[config.mk]
export PLATFORM = sky130hd
export DESIGN_NAME = pcbw_queue
export DESIGN_NICKNAME = d
export VERILOG_FILES = /design/src/rtl/pcbw_pkg.sv /design/src/rtl/pcbw_queue.sv
export SDC_FILE = /design/constraint.sdc
export NUM_CORES = 1
export LEC_CHECK = 0
export ABC_AREA = 1
export BUFFER_PORTS_ARGS = -buffer_cell sky130_fd_sc_hd__clkbuf_2
export CORE_MARGIN = 5
export CORE_UTILIZATION = 25
export CTS_CLUSTER_DIAMETER = 150
export DETAILED_ROUTE_END_ITERATION = 7
export SLEW_MARGIN = 5
export SYNTH_ARGS = -nofsm -noshare
export SYNTH_HDL_FRONTEND = slang
export SYNTH_SLANG_ARGS = --single-unit
[constraint.sdc]
create_clock -name clk -period 7.4 [get_ports clk]
set_clock_uncertainty 0.2 [all_clocks]
set_input_delay 0.37 -clock clk [delete_from_list [all_inputs] [get_ports clk]]
set_output_delay 0.37 -clock clk [all_outputs]
set_load 0.02 [all_outputs]
[src/rtl/pcbw_pkg.sv]
// ---------------------------------------------------------------------------
// pcbw_pkg
// Shared types, codes and pixel helpers for the pixel convert/blend writer.
// ---------------------------------------------------------------------------
package pcbw_pkg;

  // full width of y*stride+x before the range check
  localparam int unsigned ADDR_W = 26;
  localparam int unsigned PROD_W = 25;

  localparam int unsigned Q_DEPTH = 2;
  localparam int unsigned Q_PTR_W = $clog2(Q_DEPTH);

  localparam logic [0:0] CFG_DEST_FORMAT = 1'b0;
  localparam logic [0:0] CFG_STRIDE      = 1'b1;

  localparam logic [12:0] STRIDE_RESET = 13'd1024;

  typedef enum logic [2:0] {
    FMT_ARGB = 3'd0,
    FMT_RGB  = 3'd1,
    FMT_RGBA = 3'd2,
    FMT_ABGR = 3'd3,
    FMT_BGR  = 3'd4
  } fmt_t;

  typedef enum logic [0:0] {
    OP_SET   = 1'b0,
    OP_BLEND = 1'b1
  } op_t;

  // what the back end does with a queued item
  typedef enum logic [1:0] {
    K_SKIP  = 2'd0,
    K_SET   = 2'd1,
    K_BLEND = 2'd2
  } kind_t;

  typedef enum logic [1:0] {
    B_IDLE = 2'd0,
    B_READ = 2'd1,
    B_MUL  = 2'd2,
    B_OUT  = 2'd3
  } back_state_t;

  typedef struct packed {
    logic [7:0] a;
    logic [7:0] r;
    logic [7:0] g;
    logic [7:0] b;
  } pix_ch_t;

  // data holds the final pixel for a set, the source channels for a blend
  typedef struct packed {
    kind_t             kind;
    logic              oor;
    logic [ADDR_W-1:0] addr;
    logic [31:0]       data;
  } entry_t;

  // unknown codes fall back to argb
  function automatic pix_ch_t unpack_pix(input logic [2:0] fmt, input logic [31:0] p);
    pix_ch_t c;
    case (fmt)
      FMT_RGB:  c = '{a: 8'hFF,    r: p[23:16], g: p[15:8],  b: p[7:0]};
      FMT_RGBA: c = '{a: p[7:0],   r: p[31:24], g: p[23:16], b: p[15:8]};
      FMT_ABGR: c = '{a: p[31:24], r: p[7:0],   g: p[15:8],  b: p[23:16]};
      FMT_BGR:  c = '{a: 8'hFF,    r: p[7:0],   g: p[15:8],  b: p[23:16]};
      default:  c = '{a: p[31:24], r: p[23:16], g: p[15:8],  b: p[7:0]};
    endcase
    return c;
  endfunction

  function automatic logic [31:0] pack_pix(input logic [2:0] fmt, input pix_ch_t c);
    logic [31:0] p;
    case (fmt)
      FMT_RGB:  p = {8'h00, c.r, c.g, c.b};
      FMT_RGBA: p = {c.r, c.g, c.b, c.a};
      FMT_ABGR: p = {c.a, c.b, c.g, c.r};
      FMT_BGR:  p = {8'h00, c.b, c.g, c.r};
      default:  p = {c.a, c.r, c.g, c.b};
    endcase
    return p;
  endfunction

  // exact v/255 while the quotient fits in 8 bits (v below 65280)
  function automatic logic [7:0] div255(input logic [15:0] v);
    logic [16:0] t;
    t = 17'(v) + 17'd1 + 17'(v[15:8]);
    return t[15:8];
  endfunction

endpackage

[src/rtl/pcbw_queue.sv]
// ---------------------------------------------------------------------------
// pcbw_queue
// Short fifo of classified items between front and back end.
// ---------------------------------------------------------------------------
module pcbw_queue (
  input  logic             clk,
  input  logic             rst,
  input  logic             push,
  input  pcbw_pkg::entry_t push_entry,
  input  logic             pop,
  output logic             full,
  output logic             not_empty,
  output pcbw_pkg::entry_t head
);
  import pcbw_pkg::*;

  entry_t               slots [Q_DEPTH];
  logic [Q_PTR_W-1:0]   wr_ptr;
  logic [Q_PTR_W-1:0]   rd_ptr;
  logic [Q_PTR_W:0]     count;

  assign full      = (count == (Q_PTR_W+1)'(Q_DEPTH));
  assign not_empty = (count != '0);
  assign head      = slots[rd_ptr];

  always_ff @(posedge clk) begin
    if (rst) begin
      wr_ptr <= '0;
      rd_ptr <= '0;
      count  <= '0;
    end else begin
      if (push) begin
        wr_ptr <= wr_ptr + 1'b1;
      end
      if (pop) begin
        rd_ptr <= rd_ptr + 1'b1;
      end
      case ({push, pop})
        2'b10:   count <= count + 1'b1;
        2'b01:   count <= count - 1'b1;
        default: count <= count;
      endcase
    end
  end

  always_ff @(posedge clk) begin
    if (push) begin
      slots[wr_ptr] <= push_entry;
    end
  end

endmodule

==> metrics.md, run 1 <==
| Metric | Value |
|---|---|
| Status | finished clean |
| Via density | 3.77 |
| Register share of total power | 45.4% |
| DR vias | 2652 |
| Slew @ Worst Pin | 1.16 ns |
| 1st-pass router iterations | 4 |
| GRT Total Usage | 8.94% |
| Mapped Nets | 289 |
| Row count | 51 |
| Finished Layout Cells | 704 |
| Routability congestion estimate | 0.679 |
| CP Capture Type | output pin |
| Postcts setup bufs | 0 |
| Distinct cells, synth | 15 |
| Fin crit share | 36.3% |
| Crit path max fanout | 61 |
| #FFs+latches synth | 127 |
| CP required | 6.83 ns |
| Resized Gates After CTS | 0 |
| Maximum VDD drop | 0.146 mV |
| Avg Inst Size Synth | 22.1 sq um |
| GRT overflow | 0 |
| Remaining DRCs | 0 |
| Placed Cells | 610 |
| WP data arrival | 2.12 ns |
| Antenna violations before repair | 0 |
| Placeable Area | 19500 sq um |
| Post-layout min period | 2.69 ns |
| NetSw | 0.000421 W |
| Post-synthesis cell count | 223 |
| Pint | 0.00148 W |
| Warning count from the yosys run | 0 |
| Worst setup SP type | flip-flop |
| DRT antenna net count | 0 |
| Post-synthesis sequential area ratio | 76.3% |
| Worst path top cell family by delay | flip-flops |
| Vias in the first global route | 3018 |
| Setup TNS | 0 ns |
| Worst setup path category | reg -> out |
| Delay of the slowest cell on the worst path | 1.10 ns |
| Clock-pin slew on the worst setup and hold paths | 0.05 ns |
| Max-Cap Viols | 0 |
| Die area | 22600 sq um |
| P&R area growth vs syn | 41.8% |
| HP Class | in -> reg |
| Part of the power in combinational logic | 11.8% |
| Later-pin clock latency in the skew report | 0.40 ns |
| Total clock sinks | 127 |
| Max frequency | 0.372 GHz |
| Slew Limit Fails | 0 |
| TritonCTS buffer count | 17 |
| RSZ-0062 raised after global routing | no |
| Layout Nets | 492 |
| Clock power frac | 42.8% |
| Final hold vios | 0 |
| Synth Cell Area | 4930 sq um |
| 1st-iter DRT viols | 85 |
| Sw Share | 22.2% |
| CTS H-Tree Depth | 4 |
| Worst rel slew slack | 22.8% |
| Dpl hpwl | 6180 um |
| Critical-path cell list | mux2_2, clkbuf_2 |
| PortBufs | 127 |
| Leak | 2.80 nW |
| Crit-path slowest cell | dfxtp_4 |
| CTS tree | done |
| Global-route wire length before repair | 15200 um |
| Initial core utilization | 25.3% |
| Share of layout cells above drive strength 1 | 50.6% |
| Die Wd | 150 um |
| Buf/Inv on CP | 1 |
| Average wire per standard cell | 13.5 um |
| I/O pin count | 128 |
| P per Cell Area | 271 nW/um^2 |
| Largest net degree at the start of global routing | 63 |
| Cts hold-fix bufs | 62 |
| Clock Path Buffers | 2 |
| # diodes | 0 |
| DIE HEIGHT | 150 um |
| Routed WL | 9480 um |
| Clk Tree Root Cell | clkbuf_16 |
| Setup-failing EPs final | 0 |
## through the flow
stage	area (sq um)	setup slack (ns)	util (%)	total power, W	hold WS, ns
4_1_cts	7000	4.62	35.9	0.00193	0.0245
3_5_place_dp	5790	4.91	29.8	0.00108	0.300
5_1_grt	7000	4.56	35.9	0.00199	0.0474
2_1_floorplan	4930	3.73	-	0.00102	0.242
6_report	7000	4.71	35.9	0.00190	0.0506
3_3_place_gp	5790	4.95	29.8	0.00108	0.290
## area by class of cell
type                       count  area, sq um
clock buffer                  20          437
inverter                       7         26.3
clock inverter                12          144
sequential                   127         3770
tap                          265          332
fill                        1865        12500
timing repair buffer         191         1270
multi-input combinational     82         1020
## sequential cells by signal, indices dropped and copies added (netlist names), named ones only
| signal | flops |
|---|---|
| count | 2 |
| wr_ptr | 1 |
| rd_ptr | 1 |
| slots | 122 |
## logic make-up after synthesis
family	count (synthesis)	share of synthesized area [%]
xor gates and xnor gates	1	0.178
muxes	61	18.5
buffers and inverters	14	3.20
AOI/OAI and AO/OA	2	0.203
DFF	127	76.3
adders and majority gates	1	0.254
and+or+nand+nor	17	1.37
## worst register-to-register path, cell delays in order, from the launching register on
cell     delay [ns]
dfxtp_1        0.34
nor2_4         0.74
buf_4          0.54
## cells in the final DEF (no fill, tap or decap), drive strengths merged
cell,n
clkbuf,147
edfxtp,122
dlygate4sd3,62
mux2,61
nor2,9
inv,7
clkinv,7
nand2,6
dfxtp,5
bufinv,3
clkinvlp,2
buf,2
o21ai,1
a21oi,1
xnor2,1
nor3,1
nand4,1
ha,1
## Yosys cell counts
cell	count	area share [%]
a21oi_1	1	0.10
buf_12	6	2.4
buf_6	1	0.23
dfxtp_1	5	2.0
edfxtp_1	122	74
ha_1	1	0.25
inv_1	7	0.53
mux2_2	1	0.23
mux2_4	60	18
nand2_1	6	0.46
nand4_1	1	0.13
nor2_1	9	0.68
nor3_1	1	0.10
o21ai_0	1	0.10
xnor2_1	1	0.18
## routing by layer
metal / vias to the layer above / GRT usage, % / wire, um
met3: 14 / 3.97 / 688
met4: 0 / 4.16 / 172
met1: 1291 / 9.82 / 3790
met2: 80 / 14.8 / 4830
met5: - / 0 / 0
li1: 1267 / - / -
## power groups by stage
stage                     combinational (W)  clock, W  sequential [W]
final                              0.000225  0.000812        0.000861
after global placement             0.000201         0        0.000874
after floorplan                    0.000160         0        0.000856
after global routing               0.000242  0.000878        0.000866
after CTS                          0.000230  0.000841        0.000862
after detailed placement           0.000204         0        0.000877
## path summary, 6_finish.rpt
check / slack, ns / depth (start not counted) / endpoint / start
setup / recovery: 4.71 / 2 / head[43] / flip-flop
hold / removal: 0.05 / 3 / flip-flop / pop
setup reg to reg: 5.21 / 2 / slots[0][24]$_DFFE_PP_ / wr_ptr$_SDFFE_PP0P_
hold reg to reg: 0.31 / 2 / flip-flop / rd_ptr$_SDFFE_PP0P_
No activity file was read; power rests on OpenSTA's default activity.
==> run 2, diff against run 1 <==
Settings changed: ABC_AREA 1 to 0.
Clock period 7.4 ns to 2.2 ns, I/O delays scaled along.
==> run 2 against run 1 <==
Compared with the run above: clock power increased to 2.9 times the previous value; sequential power grew to 3.3 times the previous value; power grew to 3.2 times the previous value; die area is 6.4% lower; first-iteration DRC count is 1.2% lower; core utilization rose by 1.2 points; area after synthesis down 6.9%; critical path type unchanged; via count shrank 0.34%; combinational power rose to 3.5 times the previous value; routed wire length grew 3.2%; worst setup slack got worse by 4.6 ns; synthesized cell count shrank 4.9%.
==> metrics.md, run 2 <==
| Metric | Value |
|---|---|
| Status | finished clean |
| 1st-pass router iterations | 4 (unchanged) |
| Worst setup path category | reg -> out |
| Via density | 3.99 (+6.0%) |
| Synth area leader | edfxtp_1 |
| Global-route wire length before repair | 15800 um (+3.9%) |
| Dpl hpwl | 6510 um (+5.2%) |
| Mapped Nets | 278 (-3.8%) |
| Share of layout cells above drive strength 1 | 51.7% (+1.2 points) |
| Crit path max fanout | 19 (-69%) |
| Clock power frac | 39.0% (-3.8 points) |
| Filler cells | 1735 (-7.0%) |
| Max frequency | 0.485 GHz |
| Average wire per standard cell | 14.8 um (+9.8%) |
| CTS H-Tree Depth | 4 (unchanged) |
| DIE HEIGHT | 146 um (-3.3%) |
| Ranking of synthesized cells by area | edfxtp_1 (80%), mux2_2 (15%), dfxtp_1 (2.2%), buf_2 (0.76%), xnor2_1 (0.57%) |
| Remaining DRCs | 0 (unchanged) |
| Post-synthesis cell count | 212 (-4.9%) |
| Post-synth EDFFs | 122 (unchanged) |
| Distinct cells, synth | 15 (unchanged) |
| Total power | 0.00599 W (+220%) |
| Max-Cap Viols | 0 (unchanged) |
| Routability congestion estimate | 0.680 (+0.16%) |
| Vias in the first global route | 3041 (+0.76%) |
| RSZ-0062 raised after global routing | no |
| Post-synthesis sequential area ratio | 81.9% (+5.6 points) |
| #FFs+latches synth | 127 (unchanged) |
| PortBufs | 127 (unchanged) |
| Ys async rst share | 0% (unchanged) |
| Top-count cell post-synth | edfxtp_1 |
| Setup TNS | 0 ns (unchanged) |
| Slew @ Worst Pin | 0.495 ns (-0.663 ns) |
| Max reg flops | 122 (unchanged) |
| Most instantiated cells after synthesis | edfxtp_1 (122), mux2_2 (61), buf_2 (7) |
| Largest Register | slots |
| # diodes | 0 (unchanged) |
| Setup-failing EPs final | 0 (unchanged) |
| Placeable Area | 18000 sq um (-7.4%) |
| Post-layout min period | 2.06 ns |
| Pint | 0.00459 W (+210%) |
| P per Cell Area | 896 nW/um^2 (+230%) |
| CTS tree | done |
| I/O pin count | 128 (unchanged) |
| Row count | 49 (-3.9%) |
| Crit-path slowest cell | dfxtp_4 |
| Routed WL | 9780 um (+3.2%) |
| Leak | 2.54 nW (-9.2%) |
| Warning count from the yosys run | 0 (unchanged) |
| Sw Share | 23.4% (+1.2 points) |
| Prevailing post-synth register cell | edfxtp_1 |
| Worst rel slew slack | 67.0% (+44 points) |
| GRT Total Usage | 9.65% (+0.71 points) |
| 1st-iter DRT viols | 84 (-1.2%) |
| Later-pin clock latency in the skew report | 0.41 ns (about the same) |
| CP required | 1.89 ns (-4.94 ns) |
| Clock-pin slew on the worst setup and hold paths | 0.05 ns (about the same) |
| Register share of total power | 48.0% (+2.6 points) |
| Worst setup SP type | flip-flop |
| Yosys top cell area share | 79.8% (+5.5 points) |
| Total clock sinks | 127 (unchanged) |
| GRT overflow | 0 (unchanged) |
| Slew Limit Fails | 0 (unchanged) |
| Die area | 21200 sq um (-6.4%) |
| Delay of the slowest cell on the worst path | 0.54 ns (-0.56 ns) |
| NetSw | 0.00141 W (+230%) |
| DR vias | 2643 (-0.34%) |
| Layout Nets | 488 (-0.81%) |
| Initial core utilization | 25.5% (+0.14 points) |
| Antenna violations before repair | 1 (+1) |
| DRT antenna net count | 0 (unchanged) |
| Clk Tree Root Cell | clkbuf_16 |
| Maximum VDD drop | 0.497 mV (+240%) |
| Resized Gates After CTS | 0 (unchanged) |
| Critical-path cell list | buf_4, mux2_2, clkbuf_2 |
| Fin crit share | 93.7% |
| CP Capture Type | output pin |
| Commonest non-fill, non-tap cell in the layout | clkbuf_2 |
| Top Registers | slots (122), count (2) |
| HP Class | in -> reg |
| Synth Cell Area | 4590 sq um (-6.9%) |
| Post-route core utilization | 37.1% (+1.2 points) |
| Part of the power in combinational logic | 13.0% (+1.2 points) |
| Largest net degree at the start of global routing | 36 (-43%) |
| WP data arrival | 1.75 ns (-0.37 ns) |
| P&R area growth vs syn | 45.6% |
| Clock Path Buffers | 2 (unchanged) |
| Final hold vios | 0 (unchanged) |
| Die Wd | 146 um (-3.3%) |
| TritonCTS buffer count | 17 (unchanged) |
| Most frequent cells in the layout | clkbuf_2 (127), edfxtp_1 (122), dlygate4sd3_1 (64), mux2_2 (61), clkbuf_16 (17) |
| Avg Inst Size Synth | 21.7 sq um (-2.0%) |
## run 2: metal layers
metal	GRT usage [%]	wire length, um	up-vias	share of wire (%)
met5	0	13	-	0.13
met4	4.66	176	2	1.8
met3	3.52	485	13	5.0
met2	16.7	5180	73	53
met1	10.5	3930	1301	40
li1	-	-	1254	-
## run 2: logic make-up (layout without fill, tap and decap cells)
kind of cell / after synthesis / count (layout) / synth area share, %
XOR/XNOR: 4 / 4 / 0.763
multiplexers: 61 / 61 / 15.0
buffers and inverters: 8 / 229 / 0.844
AO/OA/AOI/OAI: 2 / 2 / 0.218
AND/OR/NAND/NOR: 9 / 9 / 1.01
adder cells (fa/ha/maj): 1 / 1 / 0.272
flip-flops: 127 / 127 / 81.9
## run 2: final cells by class
cell class              instances  area, sq um  area share, %
flip-flops and latches        127         3770           56.3
repair buffers                198         1340           20.1
multi-input cells              77          801           12.0
clock buffers                  22          444           6.64
well taps                     229          287           4.28
clock inverters                 8         45.0          0.673
inverters                       1         3.75         0.0561
## run 2: power by group through the flow
stage               clock network, W  registers, W  logic, W
detailed placement                 0       0.00293  0.000699
finish                       0.00234       0.00288  0.000778
floorplan                          0       0.00290  0.000440
global placement                   0       0.00292  0.000687
CTS                          0.00245       0.00288  0.000795
global route                 0.00255       0.00289  0.000839
## run 2: critical path, delay by kind of cell (launching register included)
family	cells	cell delay (ns)
buf+inv	2	0.44
flops	1	0.54
mux	1	0.36
## run 2: worst paths after layout
check,endpoint,cells past startpoint,slack (ns),from
worst max-delay path,head[39],3,0.14,flip-flop
worst max register to register,slots[1][23]$_DFFE_PP_,2,0.61,wr_ptr$_SDFFE_PP0P_
worst min-delay path,count[0]$_SDFFE_PP0P_,5,0.11,push
worst min register to register,rd_ptr$_SDFFE_PP0P_,2,0.31,rd_ptr$_SDFFE_PP0P_
## run 2: through the flow
stage	cells	setup slack, ns	cell area (sq um)	hold WS, ns
2_1_floorplan	212	0.330	4600	-0.0209
3_3_place_gp	568	0.551	5560	0.0985
3_5_place_dp	568	0.534	5560	0.103
4_1_cts	662	0.0767	6690	0.0944
5_1_grt	662	0.0272	6690	0.167
6_report	662	0.139	6690	0.111
## run 2: what timing repair did
item | in CTS | in global routing
endpoints found under the hold margin | 127 | 0
hold buffers | 64 | 0
setup buffers | 0 | 0
