`config.mk`:
```
export PLATFORM = sky130hd
export DESIGN_NAME = pcbw_front
export DESIGN_NICKNAME = d
export VERILOG_FILES = /design/src/rtl/pcbw_pkg.sv /design/src/rtl/pcbw_front.sv
export SDC_FILE = /design/constraint.sdc
export NUM_CORES = 1
export LEC_CHECK = 0
export BUFFER_PORTS_ARGS = -buffer_cell sky130_fd_sc_hd__clkbuf_2
export CAP_MARGIN = 15
export CORE_UTILIZATION = 60
export DETAILED_ROUTE_END_ITERATION = 6
export PLACE_DENSITY = 0.89
export SYNTH_ARGS = -nofsm -noshare
export SYNTH_HDL_FRONTEND = slang
export SYNTH_SLANG_ARGS = --single-unit
```
`constraint.sdc`:
```
create_clock -name clk -period 10.4 [get_ports clk]
set_input_delay 0.52 -clock clk [delete_from_list [all_inputs] [get_ports clk]]
set_output_delay 0.52 -clock clk [all_outputs]
set_load 0.005 [all_outputs]
```
`src/rtl/pcbw_pkg.sv`:
```
// ---------------------------------------------------------------------------
// pcbw_pkg
// Shared types, codes and pixel helpers for the pixel convert/blend writer.
// ---------------------------------------------------------------------------
package pcbw_pkg;

  // full width of y*stride+x before the range check
  localparam int unsigned ADDR_W = 26;
  localparam int unsigned PROD_W = 25;

  localparam int unsigned Q_DEPTH = 2;
  localparam int unsigned Q_PTR_W = $clog2(Q_DEPTH);

  localparam logic [0:0] CFG_DEST_FORMAT = 1'b0;
  localparam logic [0:0] CFG_STRIDE      = 1'b1;

  localparam logic [12:0] STRIDE_RESET = 13'd1024;

  typedef enum logic [2:0] {
    FMT_ARGB = 3'd0,
    FMT_RGB  = 3'd1,
    FMT_RGBA = 3'd2,
    FMT_ABGR = 3'd3,
    FMT_BGR  = 3'd4
  } fmt_t;

  typedef enum logic [0:0] {
    OP_SET   = 1'b0,
    OP_BLEND = 1'b1
  } op_t;

  // what the back end does with a queued item
  typedef enum logic [1:0] {
    K_SKIP  = 2'd0,
    K_SET   = 2'd1,
    K_BLEND = 2'd2
  } kind_t;

  typedef enum logic [1:0] {
    B_IDLE = 2'd0,
    B_READ = 2'd1,
    B_MUL  = 2'd2,
    B_OUT  = 2'd3
  } back_state_t;

  typedef struct packed {
    logic [7:0] a;
    logic [7:0] r;
    logic [7:0] g;
    logic [7:0] b;
  } pix_ch_t;

  // data holds the final pixel for a set, the source channels for a blend
  typedef struct packed {
    kind_t             kind;
    logic              oor;
    logic [ADDR_W-1:0] addr;
    logic [31:0]       data;
  } entry_t;

  // unknown codes fall back to argb
  function automatic pix_ch_t unpack_pix(input logic [2:0] fmt, input logic [31:0] p);
    pix_ch_t c;
    case (fmt)
      FMT_RGB:  c = '{a: 8'hFF,    r: p[23:16], g: p[15:8],  b: p[7:0]};
      FMT_RGBA: c = '{a: p[7:0],   r: p[31:24], g: p[23:16], b: p[15:8]};
      FMT_ABGR: c = '{a: p[31:24], r: p[7:0],   g: p[15:8],  b: p[23:16]};
      FMT_BGR:  c = '{a: 8'hFF,    r: p[7:0],   g: p[15:8],  b: p[23:16]};
      default:  c = '{a: p[31:24], r: p[23:16], g: p[15:8],  b: p[7:0]};
    endcase
    return c;
  endfunction

  function automatic logic [31:0] pack_pix(input logic [2:0] fmt, input pix_ch_t c);
    logic [31:0] p;
    case (fmt)
      FMT_RGB:  p = {8'h00, c.r, c.g, c.b};
      FMT_RGBA: p = {c.r, c.g, c.b, c.a};
      FMT_ABGR: p = {c.a, c.b, c.g, c.r};
      FMT_BGR:  p = {8'h00, c.b, c.g, c.r};
      default:  p = {c.a, c.r, c.g, c.b};
    endcase
    return p;
  endfunction

  // exact v/255 while the quotient fits in 8 bits (v below 65280)
  function automatic logic [7:0] div255(input logic [15:0] v);
    logic [16:0] t;
    t = 17'(v) + 17'd1 + 17'(v[15:8]);
    return t[15:8];
  endfunction

endpackage

```
`src/rtl/pcbw_front.sv`:
```
// ---------------------------------------------------------------------------
// pcbw_front
// Takes items, forms the address, range checks and converts set pixels.
// ---------------------------------------------------------------------------
module pcbw_front #(
  parameter int unsigned FB_PIXELS = 65536
) (
  input  logic             clk,
  input  logic             rst,
  input  logic             take,
  input  logic             opcode,
  input  logic [11:0]      x_coord,
  input  logic [11:0]      y_coord,
  input  logic [2:0]       src_format,
  input  logic [31:0]      src_pixel,
  input  logic [2:0]       dest_format,
  input  logic [12:0]      stride_pixels,
  input  logic             q_full,
  output logic             hold,
  output logic             push,
  output pcbw_pkg::entry_t push_entry
);
  import pcbw_pkg::*;

  logic              a_valid;
  logic              a_op;
  logic [11:0]       a_x;
  logic [2:0]        a_sfmt;
  logic [31:0]       a_spix;
  logic [PROD_W-1:0] a_prod;

  logic [ADDR_W-1:0] addr;
  logic              oor;
  pix_ch_t           s_ch;
  logic [31:0]       set_val;

  assign push = a_valid && !q_full;
  assign hold = a_valid && q_full;

  always_ff @(posedge clk) begin
    if (rst) begin
      a_valid <= 1'b0;
    end else if (take) begin
      a_valid <= 1'b1;
    end else if (push) begin
      a_valid <= 1'b0;
    end
  end

  always_ff @(posedge clk) begin
    if (take) begin
      a_op   <= opcode;
      a_x    <= x_coord;
      a_sfmt <= src_format;
      a_spix <= src_pixel;
      a_prod <= PROD_W'(y_coord) * PROD_W'(stride_pixels);
    end
  end

  always_comb begin
    addr    = ADDR_W'(a_prod) + ADDR_W'(a_x);
    oor     = (addr >= ADDR_W'(FB_PIXELS));
    s_ch    = unpack_pix(a_sfmt, a_spix);
    // matching codes copy raw, even for a no-alpha format
    set_val = (a_sfmt == dest_format) ? a_spix : pack_pix(dest_format, s_ch);

    push_entry.addr = addr;
    push_entry.oor  = oor;
    if (oor) begin
      push_entry.kind = K_SKIP;
      push_entry.data = '0;
    end else if (a_op == OP_SET) begin
      push_entry.kind = K_SET;
      push_entry.data = set_val;
    end else if (s_ch.a == 8'h00) begin
      push_entry.kind = K_SKIP;
      push_entry.data = '0;
    end else begin
      push_entry.kind = K_BLEND;
      push_entry.data = s_ch;
    end
  end

endmodule

```
==> results of run 1 <==
worst min path at each step:
stage,cells past startpoint,slack [ps],end,from
after floorplan,3,570,a_valid,a_valid
after global placement,3,560,a_valid,a_valid
after detailed placement,3,580,a_valid,a_valid
after CTS,2,320,a_valid,rst
after global routing,2,330,a_valid,rst
final,2,330,a_valid,rst
layout make-up:
cell class                      count  area share (%)
Tap cell                          225           2.437
Clock inverter                      7          0.6066
Clock buffer                        9           1.950
Inverter                          165           5.362
Multi-Input combinational cell    879           63.73
Timing Repair Buffer              150           6.759
Sequential cell                    74           19.15
through the flow:
step                      cell area, um2  utilization, %
after global placement             11240           65.21
after floorplan                    10530               -
after CTS                          11540           66.93
after global routing               11550           67.02
after detailed placement           11240           65.21
final                              11550           67.02
cell families (layout without fill, tap and decap cells):
group	Yosys count	in the layout	synth area share [%]
compound gates	238	238	15.03
xor+xnor	45	45	3.741
fa+ha+maj	186	186	30.00
buf+inv	236	331	9.300
flops	74	74	21.00
mux	12	12	1.152
simple gates	398	398	19.78
report_power, final:
group	switching (uW)	internal, uW
combinational	1060	756
clock	139	168
sequential	55.1	467
cells in the mapped netlist (24+ instances only):
library cell and instances:
a21oi_1 68, and2_1 59, clkbuf_1 49, edfxtp_1 73
fa_1 111, ha_1 75, inv_1 165, nand2_1 149
nor2_1 93, nor4_2 30, o21ai_0 44, o22a_1 24
o22ai_1 27, xnor2_1 35
critical path: cells and delay by family:
family | cells | cell delay (ps)
xor+xnor | 1 | 120
compound gates | 5 | 980
buf+inv | 5 | 370
fa+ha+maj | 6 | 2800
simple gates | 3 | 1000
layer usage:
layer	routed length (um)	global-route usage (%)	up-vias
met5	0	0	-
met4	759	11.24	0
met3	2233	3.303	69
met2	12290	48.01	501
met1	10260	38.78	4278
li1	-	-	4178
sequential cells by signal, summed over array words and instances, names as in the netlist:
signal and cells:
a_spix 32, a_valid 1, a_op 1, a_sfmt 3
a_x 12, a_prod 25
==> report_table.html, run 1 <==
<table>
<tr><th>Metric</th><th>Value</th></tr>
<tr><th colspan="2">Status</th></tr>
<tr><td>Outcome</td><td>finished with violations</td></tr>
<tr><td>Violated checks</td><td>DRC</td></tr>
<tr><th colspan="2">Worst setup path</th></tr>
<tr><td>Beginning of the critical path</td><td>y_coord[6]</td></tr>
<tr><td>Worst reg2reg path startpoint</td><td>a_valid</td></tr>
<tr><td>Worst endpoint required time</td><td>10490 ps</td></tr>
<tr><td>Critical path peak fanout</td><td>13</td></tr>
<tr><td>Cell-by-cell trace of the critical path</td><td>clkbuf_2 &gt; and2_1 &gt; fa_1 &gt; inv_1 &gt; fa_1 &gt; inv_1 &gt; fa_1 &gt; fa_1 &gt; inv_1 &gt; fa_1 &gt; inv_1 &gt; ha_1 &gt; a21o_1 &gt; nand2b_1 &gt; o21ai_0 &gt; a211oi_1 &gt; or4b_2 &gt; a21oi_1 &gt; o21bai_1 &gt; xnor2_1</td></tr>
<tr><td>Most repeated library cell on the critical path</td><td>fa_1</td></tr>
<tr><td>Delay of the slowest cell on the worst path</td><td>640 ps</td></tr>
<tr><td>Register-to-Register Path Depth</td><td>3</td></tr>
<tr><td>Worst path slowest cell</td><td>or4b_2</td></tr>
<tr><td>Slack of the worst reg-to-reg path</td><td>9730 ps</td></tr>
<tr><td>Critical Path End Type</td><td>flop</td></tr>
<tr><td>Crit path capture</td><td>a_prod[24]</td></tr>
<tr><td>Startpoint-to-endpoint class of the critical path</td><td>input pin to flop</td></tr>
<tr><td>Capture instance of the worst register-to-register path</td><td>a_valid</td></tr>
<tr><td>Arrival time reported for the critical path endpoint</td><td>5810 ps</td></tr>
<tr><td>Setup crit start kind</td><td>input pin</td></tr>
<tr><th colspan="2">Finish</th></tr>
<tr><td>Area growth from synthesis to layout</td><td>9.657%</td></tr>
<tr><td>Share of final-layout standard cells stronger than drive strength 1</td><td>16.98%</td></tr>
<tr><td>Commonest non-fill, non-tap cells in the layout</td><td>165 x inv_1, 149 x nand2_1, 141 x clkbuf_2</td></tr>
<tr><td>Total of fill cells in the finished design</td><td>1302</td></tr>
<tr><td>Footprint of the multi-input gates</td><td>7362 um2</td></tr>
<tr><td>Most common cell after layout, fill and taps aside</td><td>inv_1</td></tr>
<tr><td>Sequential standard cell area</td><td>2212 um2</td></tr>
<tr><td>Final net count</td><td>1545</td></tr>
<tr><td>Ant diodes</td><td>0</td></tr>
<tr><td>Final cell count without fillers</td><td>1509</td></tr>
<tr><th colspan="2">CTS</th></tr>
<tr><td>CTS H-tree lvls</td><td>3</td></tr>
<tr><td>Clock insertion delay at the later pin of the skew report</td><td>340 ps</td></tr>
<tr><td>Clock root buffer master</td><td>clkbuf_16</td></tr>
<tr><td>CTS clock-pin slew for the worst setup and hold paths</td><td>60 ps</td></tr>
<tr><td>Clk buf depth</td><td>2</td></tr>
<tr><td>Post-CTS Repair Setup Buffers</td><td>0</td></tr>
<tr><td>Number of buffers created by CTS</td><td>9</td></tr>
<tr><td>Clock net sink count</td><td>74</td></tr>
<tr><td>CTS resizes</td><td>0</td></tr>
<tr><td>Hold-fix buffers, CTS</td><td>0</td></tr>
<tr><td>CTS tree</td><td>done</td></tr>
<tr><th colspan="2">Placement</th></tr>
<tr><td>Placed insts</td><td>1492</td></tr>
<tr><td>Detailed-placement wirelength estimate</td><td>19.83 mm</td></tr>
<tr><td>Input/output buffers</td><td>142</td></tr>
<tr><td>Setup Slack @ Placement</td><td>4323 ps</td></tr>
<tr><td>Final weighted congestion in routability-driven placement</td><td>0.9680</td></tr>
<tr><th colspan="2">Global route</th></tr>
<tr><td>Number of global-route vias before repair</td><td>8581</td></tr>
<tr><td>Overall fraction of global-route tracks in use</td><td>28.85%</td></tr>
<tr><td>Maximum number of pins on one net before global-route repair</td><td>75</td></tr>
<tr><td>Overall overflow remaining after global route</td><td>0</td></tr>
<tr><td>Antenna violations before repair</td><td>0</td></tr>
<tr><td>Global-route wire length before repair</td><td>41.57 mm</td></tr>
<tr><th colspan="2">Synth</th></tr>
<tr><td>Net count after synthesis</td><td>1455</td></tr>
<tr><td>Largest cells by area after synthesis</td><td>fa_1 21%, edfxtp_1 21%, ha_1 8.9%</td></tr>
<tr><td>Area of the mapped netlist</td><td>10530 um2</td></tr>
<tr><td>Yosys warns</td><td>0</td></tr>
<tr><td>Sequential element share of the synthesized area</td><td>21.00%</td></tr>
<tr><td>Post-synth cell types</td><td>70</td></tr>
<tr><td>Gate Count Post-Synth</td><td>1189</td></tr>
<tr><td>Asr flop ratio synth</td><td>0%</td></tr>
<tr><td>Post-Synthesis Mean Instance Area</td><td>8.859 um2</td></tr>
<tr><td>Post-synth EDFFs</td><td>73</td></tr>
<tr><td>Synth Register Bits</td><td>74</td></tr>
<tr><td>Dominant synthesized flop cell</td><td>edfxtp_1</td></tr>
<tr><td>Area share of the largest cell type after synthesis</td><td>21.10%</td></tr>
<tr><td>Post-synth top area cell</td><td>fa_1</td></tr>
<tr><th colspan="2">STA</th></tr>
<tr><td>Fmax</td><td>174.8 MHz</td></tr>
<tr><td>Final period util</td><td>55.01%</td></tr>
<tr><td>Final number of hold-violating endpoints</td><td>0</td></tr>
<tr><td>Minimum hold slack</td><td>327.3 ps</td></tr>
<tr><td>Fin Clk Skew</td><td>0 ps</td></tr>
<tr><td>Total of endpoints with negative setup slack in the final report</td><td>0</td></tr>
<tr><td>Worst-case setup margin in the final layout</td><td>4679 ps</td></tr>
<tr><td>Final-layout setup total negative slack</td><td>0 ps</td></tr>
<tr><td>Worst Tran Pin Value</td><td>1108 ps</td></tr>
<tr><td>Setup repair after global routing missed its margin</td><td>false</td></tr>
<tr><td>Max Transition Viols Final</td><td>0</td></tr>
<tr><td>Worst max-slew margin expressed relative to the limit</td><td>25.91%</td></tr>
<tr><td>Time the worst path needs with I/O delays and setup</td><td>5721 ps</td></tr>
<tr><th colspan="2">Drt</th></tr>
<tr><td>Via/cell ratio</td><td>5.981</td></tr>
<tr><td>Post-detailed-route count of antenna-violating nets</td><td>0</td></tr>
<tr><td>Final routed DRC violation total</td><td>1</td></tr>
<tr><td>Detailed-route wire length</td><td>25.54 mm</td></tr>
<tr><td>Count of vias placed by the detailed router</td><td>9026</td></tr>
<tr><td>Pre-Repair DR Iteration Count</td><td>7</td></tr>
<tr><td>Count of routing violations after the opening detailed-route iteration</td><td>785</td></tr>
<tr><td>Average wire per standard cell</td><td>16.92 um</td></tr>
<tr><th colspan="2">Die</th></tr>
<tr><td>Floorplan die height</td><td>134.5 um</td></tr>
<tr><td>Chip width</td><td>134.5 um</td></tr>
<tr><td>Standard-cell rows</td><td>48</td></tr>
<tr><td>Die outline area</td><td>18090 um2</td></tr>
<tr><td>I/O Pins</td><td>143</td></tr>
<tr><td>Area of the core</td><td>17240 um2</td></tr>
<tr><td>Initial Util</td><td>61.11%</td></tr>
<tr><th colspan="2">Pwr</th></tr>
<tr><td>Total power of the final layout</td><td>2647 uW</td></tr>
<tr><td>Static leakage power</td><td>0.005311 uW</td></tr>
<tr><td>Areal power density over the cells</td><td>229.2 nW/um2</td></tr>
<tr><td>Max IR drop VDD</td><td>0.0001645 V</td></tr>
<tr><th colspan="2">Min path</th></tr>
<tr><td>Worst hold path class</td><td>input pin to flop</td></tr>
<tr><th colspan="2">Run</th></tr>
<tr><td>Max-cap violations</td><td>0</td></tr>
</table>
Power figures use the tool's default switching activity.
==> run 2: changes to the inputs <==
==> constraint.sdc (replaced) <==
create_clock -name clk -period 5.6 [get_ports clk]
set_input_delay 0.28 -clock clk [delete_from_list [all_inputs] [get_ports clk]]
set_output_delay 0.28 -clock clk [all_outputs]
set_load 0.005 [all_outputs]
==> report_table.html, run 2 (synthesis results as in run 1) <==
<table>
<tr><th>Metric</th><th>Value</th></tr>
<tr><th colspan="2">Die</th></tr>
<tr><td>Die outline area</td><td>18090 um2 (unchanged)</td></tr>
<tr><td>Chip width</td><td>134.5 um (unchanged)</td></tr>
<tr><td>I/O Pins</td><td>143 (unchanged)</td></tr>
<tr><td>Area of the core</td><td>17240 um2 (unchanged)</td></tr>
<tr><td>Floorplan die height</td><td>134.5 um (unchanged)</td></tr>
<tr><td>Standard-cell rows</td><td>48 (unchanged)</td></tr>
<tr><td>Initial Util</td><td>61.11% (unchanged)</td></tr>
<tr><th colspan="2">Finish</th></tr>
<tr><td>Footprint of the multi-input gates</td><td>7362 um2 (unchanged)</td></tr>
<tr><td>Final Cell Area</td><td>11700 um2 (+1.3%)</td></tr>
<tr><td>Ant diodes</td><td>0 (unchanged)</td></tr>
<tr><td>Max FFs per register</td><td>32 (unchanged)</td></tr>
<tr><td>Area growth from synthesis to layout</td><td>11.05%</td></tr>
<tr><td>Largest register by flop count</td><td>a_spix</td></tr>
<tr><td>Most common cell after layout, fill and taps aside</td><td>inv_1</td></tr>
<tr><td>Final net count</td><td>1568 (+1.5%)</td></tr>
<tr><td>Sequential standard cell area</td><td>2212 um2 (unchanged)</td></tr>
<tr><td>Total of fill cells in the finished design</td><td>1284 (-1.4%)</td></tr>
<tr><td>Commonest non-fill, non-tap cells in the layout</td><td>165 x inv_1, 149 x nand2_1, 141 x clkbuf_2</td></tr>
<tr><td>Share of final-layout standard cells stronger than drive strength 1</td><td>18.36% (+1.4 points)</td></tr>
<tr><td>Regs by FF count</td><td>a_spix: 32 flops, a_prod: 25 flops, a_x: 12 flops</td></tr>
<tr><th colspan="2">Worst setup path</th></tr>
<tr><td>Critical path peak fanout</td><td>13 (unchanged)</td></tr>
<tr><td>Worst reg2reg path startpoint</td><td>a_valid</td></tr>
<tr><td>Arrival time reported for the critical path endpoint</td><td>5440 ps (-370 ps)</td></tr>
<tr><td>Critical Path End Type</td><td>flop</td></tr>
<tr><td>Setup crit start kind</td><td>input pin</td></tr>
<tr><td>Startpoint-to-endpoint class of the critical path</td><td>input pin to flop</td></tr>
<tr><td>Worst endpoint required time</td><td>5690 ps (-4800 ps)</td></tr>
<tr><td>Beginning of the critical path</td><td>y_coord[3]</td></tr>
<tr><th colspan="2">Min path</th></tr>
<tr><td>Worst Hold Launch</td><td>rst</td></tr>
<tr><td>Worst hold path class</td><td>input pin to flop</td></tr>
<tr><th colspan="2">Global route</th></tr>
<tr><td>Maximum number of pins on one net before global-route repair</td><td>75 (unchanged)</td></tr>
<tr><td>Global-route wire length before repair</td><td>42.89 mm (+3.2%)</td></tr>
<tr><td>Overall fraction of global-route tracks in use</td><td>30.03% (+1.2 points)</td></tr>
<tr><td>Antenna violations before repair</td><td>0 (unchanged)</td></tr>
<tr><td>Overall overflow remaining after global route</td><td>0 (unchanged)</td></tr>
<tr><td>Number of global-route vias before repair</td><td>9002 (+4.9%)</td></tr>
<tr><th colspan="2">Drt</th></tr>
<tr><td>Count of vias placed by the detailed router</td><td>9192 (+1.8%)</td></tr>
<tr><td>Detailed-route wire length</td><td>26.58 mm (+4.1%)</td></tr>
<tr><td>Post-detailed-route count of antenna-violating nets</td><td>0 (unchanged)</td></tr>
<tr><td>Via/cell ratio</td><td>6.000 (+0.31%)</td></tr>
<tr><td>Pre-Repair DR Iteration Count</td><td>6 (-1)</td></tr>
<tr><td>Count of routing violations after the opening detailed-route iteration</td><td>766 (-2.4%)</td></tr>
<tr><td>Average wire per standard cell</td><td>17.35 um (+2.5%)</td></tr>
<tr><td>Final routed DRC violation total</td><td>0 (-1)</td></tr>
<tr><th colspan="2">STA</th></tr>
<tr><td>Fin Clk Skew</td><td>0 ps (unchanged)</td></tr>
<tr><td>Final period util</td><td>95.52%</td></tr>
<tr><td>Time the worst path needs with I/O delays and setup</td><td>5349 ps</td></tr>
<tr><td>Final number of hold-violating endpoints</td><td>0 (unchanged)</td></tr>
<tr><td>Worst Tran Pin Value</td><td>1111 ps (+2.987 ps)</td></tr>
<tr><td>Final-layout setup total negative slack</td><td>0 ps (unchanged)</td></tr>
<tr><td>Max Transition Viols Final</td><td>0 (unchanged)</td></tr>
<tr><td>Setup repair after global routing missed its margin</td><td>false</td></tr>
<tr><td>Minimum hold slack</td><td>91.62 ps (-235.6 ps)</td></tr>
<tr><td>Total of endpoints with negative setup slack in the final report</td><td>0 (unchanged)</td></tr>
<tr><td>Worst max-slew margin expressed relative to the limit</td><td>25.71% (-0.20 points)</td></tr>
<tr><td>Fmax</td><td>187.0 MHz</td></tr>
<tr><th colspan="2">Placement</th></tr>
<tr><td>Input/output buffers</td><td>142 (unchanged)</td></tr>
<tr><td>Placed Area</td><td>11420 um2 (+1.6%)</td></tr>
<tr><td>Final weighted congestion in routability-driven placement</td><td>0.9563 (-1.2%)</td></tr>
<tr><td>Detailed-placement wirelength estimate</td><td>20.83 mm (+5.1%)</td></tr>
<tr><th colspan="2">CTS</th></tr>
<tr><td>CTS tree</td><td>done</td></tr>
<tr><td>Clk buf depth</td><td>2 (unchanged)</td></tr>
<tr><td>Clock insertion delay at the later pin of the skew report</td><td>340 ps (about the same)</td></tr>
<tr><td>Number of buffers created by CTS</td><td>9 (unchanged)</td></tr>
<tr><td>Clock root buffer master</td><td>clkbuf_16</td></tr>
<tr><td>CTS clock-pin slew for the worst setup and hold paths</td><td>60 ps (about the same)</td></tr>
<tr><td>Post-CTS Repair Setup Buffers</td><td>0 (unchanged)</td></tr>
<tr><td>CTS H-tree lvls</td><td>3 (unchanged)</td></tr>
<tr><td>Clock net sink count</td><td>74 (unchanged)</td></tr>
<tr><td>Hold-fix buffers, CTS</td><td>0 (unchanged)</td></tr>
<tr><td>CTS resizes</td><td>0 (unchanged)</td></tr>
<tr><th colspan="2">Run</th></tr>
<tr><td>Max-cap violations</td><td>0 (unchanged)</td></tr>
<tr><th colspan="2">Pwr</th></tr>
<tr><td>Static leakage power</td><td>0.005399 uW (+1.7%)</td></tr>
<tr><td>Areal power density over the cells</td><td>430.6 nW/um2 (+88%)</td></tr>
<tr><td>Max IR drop VDD</td><td>0.0003253 V (+98%)</td></tr>
<tr><th colspan="2">Status</th></tr>
<tr><td>Outcome</td><td>complete, no violations</td></tr>
</table>
## run 2: through the flow
stage,std cells,util (%),power [uW],worst slack (ps)
floorplan,1189,-,3528,141.7
finish,1532,67.86,5037,251.1
global placement,1516,66.26,4273,53.09
detailed placement,1516,66.26,4435,-70.48
CTS,1532,67.86,5011,286.2
global route,1532,67.86,5471,1.154
## run 2: where the power goes
part | switching [uW] | internal [uW] | total [uW]
Combinational | 2030 | 1500 | 3530
Sequential | 103 | 868 | 971
Clock | 233 | 301 | 534
## run 2: layout make-up
cell class / count / share of cell area (%)
tap: 225 / 2.407
sequential: 74 / 18.91
inverter: 165 / 5.295
multi-input combinational: 879 / 62.94
clock inverter: 7 / 0.4385
clock buffer: 9 / 1.925
timing repair buffer: 173 / 8.086
## run 2: path summary, 6_finish.rpt
path                endpoint  slack (ps)  cells past startpoint
setup reg to reg     a_valid        4920                      3
setup / recovery  a_prod[24]         250                     19
hold / removal       a_valid          90                      2
hold reg to reg      a_valid         600                      3
## run 2: worst max-delay path, stage by stage
cell,delay (ps)
clkbuf_2,250
nand2_1,130
fa_1,550
inv_1,50
fa_1,500
fa_1,470
fa_1,520
inv_1,50
fa_1,470
inv_1,40
ha_1,360
nand2_1,130
o21ai_0,120
nor4_1,300
a211oi_1,160
or4b_2,640
a21oi_1,180
o21bai_1,90
xnor2_1,130
## run 2: metal layers
layer  track usage [%]  vias to the layer above  part of all wire, %
li1                  -                     4220                    -
met1             36.55                     4300                   38
met2             53.28                      595                   49
met3             4.917                       77                  9.7
met4             11.67                        0                  3.0
met5                 0                        -                    0
==> run 3: changes to the inputs <==
--- a/config.mk
+++ b/config.mk
@@ -7,9 +7,9 @@
 export LEC_CHECK = 0
 export BUFFER_PORTS_ARGS = -buffer_cell sky130_fd_sc_hd__clkbuf_2
 export CAP_MARGIN = 15
-export CORE_UTILIZATION = 60
+export CORE_UTILIZATION = 54
 export DETAILED_ROUTE_END_ITERATION = 6
-export PLACE_DENSITY = 0.89
+export PLACE_DENSITY = 0.82
 export SYNTH_ARGS = -nofsm -noshare
 export SYNTH_HDL_FRONTEND = slang
 export SYNTH_SLANG_ARGS = --single-unit
==> report_table.html, run 3 (synthesis results as in run 1) <==
<table>
<tr><th>Metric</th><th>Value</th></tr>
<tr><th colspan="2">Status</th></tr>
<tr><td>Outcome</td><td>complete, no violations</td></tr>
<tr><th colspan="2">Finish</th></tr>
<tr><td>Max FFs per register</td><td>32 (unchanged)</td></tr>
<tr><td>Regs by FF count</td><td>a_spix: 32 flops, a_prod: 25 flops, a_x: 12 flops</td></tr>
<tr><td>Largest register by flop count</td><td>a_spix</td></tr>
<tr><td>Most common cell after layout, fill and taps aside</td><td>inv_1</td></tr>
<tr><td>Final Cell Area</td><td>11800 um2 (+0.88%)</td></tr>
<tr><td>Area growth from synthesis to layout</td><td>12.02%</td></tr>
<tr><td>Commonest non-fill, non-tap cells in the layout</td><td>165 x inv_1, 149 x nand2_1, 141 x clkbuf_2</td></tr>
<tr><td>Share of final-layout standard cells stronger than drive strength 1</td><td>18.72% (+0.35 points)</td></tr>
<tr><td>Ant diodes</td><td>0 (unchanged)</td></tr>
<tr><td>Final net count</td><td>1570 (+0.13%)</td></tr>
<tr><th colspan="2">Pwr</th></tr>
<tr><td>Net switching power figure</td><td>2390 uW (+0.99%)</td></tr>
<tr><td>Combinational group share of total power</td><td>69.5% (-0.6 points)</td></tr>
<tr><td>Total power of the final layout</td><td>5151 uW (+2.3%)</td></tr>
<tr><td>Seq pwr share</td><td>18.8% (-0.5 points)</td></tr>
<tr><td>Static leakage power</td><td>0.005435 uW (+0.67%)</td></tr>
<tr><td>Clock Power Share</td><td>11.7% (+1.1 points)</td></tr>
<tr><td>Switching share of total power</td><td>46.39% (-0.59 points)</td></tr>
<tr><td>Areal power density over the cells</td><td>436.5 nW/um2 (+1.4%)</td></tr>
<tr><td>Internal power summed over all cells</td><td>2761 uW (+3.4%)</td></tr>
<tr><td>Max IR drop VDD</td><td>0.0003246 V (-0.22%)</td></tr>
<tr><th colspan="2">Die</th></tr>
<tr><td>Standard-cell rows</td><td>50 (+4.2%)</td></tr>
<tr><td>Floorplan die height</td><td>141.7 um (+5.3%)</td></tr>
<tr><td>Chip width</td><td>141.7 um (+5.3%)</td></tr>
<tr><td>I/O Pins</td><td>143 (unchanged)</td></tr>
<tr><td>Area of the core</td><td>18890 um2 (+9.6%)</td></tr>
<tr><td>Initial Util</td><td>55.75% (-5.4 points)</td></tr>
<tr><td>Die outline area</td><td>20070 um2 (+11%)</td></tr>
<tr><th colspan="2">CTS</th></tr>
<tr><td>Number of buffers created by CTS</td><td>9 (unchanged)</td></tr>
<tr><td>Hold-fix buffers, CTS</td><td>0 (unchanged)</td></tr>
<tr><td>Clock net sink count</td><td>74 (unchanged)</td></tr>
<tr><td>CTS H-tree lvls</td><td>3 (unchanged)</td></tr>
<tr><td>Clk buf depth</td><td>2 (unchanged)</td></tr>
<tr><td>CTS tree</td><td>done</td></tr>
<tr><td>Clock insertion delay at the later pin of the skew report</td><td>340 ps (about the same)</td></tr>
<tr><td>Clock root buffer master</td><td>clkbuf_16</td></tr>
<tr><td>CTS clock-pin slew for the worst setup and hold paths</td><td>60 ps (about the same)</td></tr>
<tr><th colspan="2">STA</th></tr>
<tr><td>Fmax</td><td>186.1 MHz (-0.45%)</td></tr>
<tr><td>Total of endpoints with negative setup slack in the final report</td><td>0 (unchanged)</td></tr>
<tr><td>Worst Tran Pin Value</td><td>1141 ps (+29.51 ps)</td></tr>
<tr><td>Final-layout setup total negative slack</td><td>0 ps (unchanged)</td></tr>
<tr><td>Worst max-slew margin expressed relative to the limit</td><td>23.80% (-1.9 points)</td></tr>
<tr><td>Final period util</td><td>95.95% (+0.43 points)</td></tr>
<tr><td>Time the worst path needs with I/O delays and setup</td><td>5373 ps (+24.04 ps)</td></tr>
<tr><td>Fin Clk Skew</td><td>0 ps (unchanged)</td></tr>
<tr><td>Final number of hold-violating endpoints</td><td>0 (unchanged)</td></tr>
<tr><td>Minimum hold slack</td><td>103.3 ps (+11.69 ps)</td></tr>
<tr><td>Max Transition Viols Final</td><td>0 (unchanged)</td></tr>
<tr><th colspan="2">Global route</th></tr>
<tr><td>Overall overflow remaining after global route</td><td>0 (unchanged)</td></tr>
<tr><td>Overall fraction of global-route tracks in use</td><td>26.99% (-3.0 points)</td></tr>
<tr><td>Number of global-route vias before repair</td><td>8752 (-2.8%)</td></tr>
<tr><td>Maximum number of pins on one net before global-route repair</td><td>75 (unchanged)</td></tr>
<tr><td>Antenna violations before repair</td><td>0 (unchanged)</td></tr>
<tr><td>Global-route wire length before repair</td><td>43.17 mm (+0.64%)</td></tr>
<tr><th colspan="2">Worst setup path</th></tr>
<tr><td>Crit path capture</td><td>a_prod[24]</td></tr>
<tr><td>Cell-by-cell trace of the critical path</td><td>clkbuf_2 &gt; and2_1 &gt; fa_1 &gt; inv_1 &gt; fa_1 &gt; inv_1 &gt; fa_1 &gt; fa_1 &gt; inv_1 &gt; fa_1 &gt; inv_1 &gt; ha_1 &gt; nand2_1 &gt; o21ai_0 &gt; nor4_2 &gt; a211oi_1 &gt; or4b_2 &gt; a21oi_1 &gt; o21bai_1 &gt; xnor2_1</td></tr>
<tr><td>Critical Path End Type</td><td>flop</td></tr>
<tr><td>Arrival time reported for the critical path endpoint</td><td>5460 ps (+20 ps)</td></tr>
<tr><td>Critical path peak fanout</td><td>12 (-1)</td></tr>
<tr><td>Startpoint-to-endpoint class of the critical path</td><td>input pin to flop</td></tr>
<tr><td>Beginning of the critical path</td><td>stride_pixels[6]</td></tr>
<tr><td>Most repeated library cell on the critical path</td><td>fa_1</td></tr>
<tr><td>Worst reg2reg path startpoint</td><td>a_valid</td></tr>
<tr><td>Register-to-Register Path Depth</td><td>3 (unchanged)</td></tr>
<tr><td>Capture instance of the worst register-to-register path</td><td>a_valid</td></tr>
<tr><td>Delay of the slowest cell on the worst path</td><td>650 ps (about the same)</td></tr>
<tr><td>Setup crit start kind</td><td>input pin</td></tr>
<tr><td>Worst endpoint required time</td><td>5690 ps (about the same)</td></tr>
<tr><td>Slack of the worst reg-to-reg path</td><td>4930 ps (about the same)</td></tr>
<tr><td>Worst path slowest cell</td><td>or4b_2</td></tr>
<tr><th colspan="2">Drt</th></tr>
<tr><td>Pre-Repair DR Iteration Count</td><td>5 (-1)</td></tr>
<tr><td>Final routed DRC violation total</td><td>0 (unchanged)</td></tr>
<tr><td>Count of routing violations after the opening detailed-route iteration</td><td>644 (-16%)</td></tr>
<tr><td>Count of vias placed by the detailed router</td><td>9117 (-0.82%)</td></tr>
<tr><td>Post-detailed-route count of antenna-violating nets</td><td>0 (unchanged)</td></tr>
<tr><td>Average wire per standard cell</td><td>16.95 um (-2.3%)</td></tr>
<tr><td>Via/cell ratio</td><td>5.811 (-3.2%)</td></tr>
<tr><td>Detailed-route wire length</td><td>26.59 mm (about the same)</td></tr>
<tr><th colspan="2">Min path</th></tr>
<tr><td>Hold depth</td><td>2 (unchanged)</td></tr>
<tr><td>Worst Hold Launch</td><td>rst</td></tr>
<tr><td>Worst hold path class</td><td>input pin to flop</td></tr>
<tr><th colspan="2">Placement</th></tr>
<tr><td>Detailed-placement wirelength estimate</td><td>20.63 mm (-0.98%)</td></tr>
<tr><td>Final weighted congestion in routability-driven placement</td><td>0.9362 (-2.1%)</td></tr>
<tr><td>Placed Area</td><td>11480 um2 (+0.51%)</td></tr>
<tr><td>Input/output buffers</td><td>142 (unchanged)</td></tr>
<tr><th colspan="2">Run</th></tr>
<tr><td>Max-cap violations</td><td>0 (unchanged)</td></tr>
</table>
## run 3: changes by cell type in the layout (fill, tap and decap cells not counted)
| cell | before | now |
|---|---|---|
| inv_6 | 2 | 3 |
| clkinvlp_4 | 4 | 2 |
| a2111oi_2 | 0 | 1 |
| nor4_1 | 2 | 1 |
| a2111oi_0 | 2 | 1 |
| nor4_2 | 30 | 31 |
| buf_4 | 32 | 34 |
| bufinv_16 | 0 | 1 |
| clkinv_1 | 1 | 0 |
| inv_8 | 0 | 1 |
## run 3: worst min path at each step
stage               to  slack, ps
6_report       a_valid        100
5_1_grt         a_x[8]        100
4_1_cts        a_valid         90
3_5_place_dp   a_valid        460
3_3_place_gp    a_x[3]        460
2_1_floorplan  a_valid        350
## run 3: repair_timing
action	4_1_cts	5_1_grt
buffers inserted	0	0
gates resized for setup	0	4
setup endpoints to repair	0	4
## run 3: layout make-up
type / instances / area (um2)
multi-input combinational: 879 / 7375
clock inverter: 7 / 82.58
sequential: 74 / 2212
clock buffer: 9 / 225.2
tap: 260 / 325.3
timing repair buffer: 175 / 960.9
fill: 1615 / 7093
inverter: 165 / 619.3
## run 3: power groups by stage
stage | Combinational [uW] | Clock [uW] | Sequential (uW)
floorplan | 2580 | 0 | 945
global placement | 3350 | 0 | 967
detailed placement | 3490 | 0 | 974
CTS | 3530 | 609 | 967
global route | 4010 | 629 | 984
finish | 3580 | 600 | 969
## run 3: worst max-delay path, delay by kind of cell
kind            cells  cell delay, ps
compound gates      4             590
xor+xnor            1             130
simple gates        4            1280
buf+inv             5             410
fa+ha+maj           6            2800
## run 3: through the flow
stage / util, % / std cells / worst slack, ps
2_1_floorplan: - / 1189 / 141.7
3_3_place_gp: 60.76 / 1553 / -56.90
3_5_place_dp: 60.76 / 1553 / -96.95
4_1_cts: 62.39 / 1569 / 246.3
5_1_grt: 62.46 / 1569 / -14.95
6_report: 62.46 / 1569 / 227.1
## run 3: routing by layer
layer	track usage (%)	share of wire, %	wire length (um)
met5	0	0	0
met2	46.85	49	12910
met3	3.037	8.1	2144
met4	7.697	2.1	547
met1	35.66	41	11000
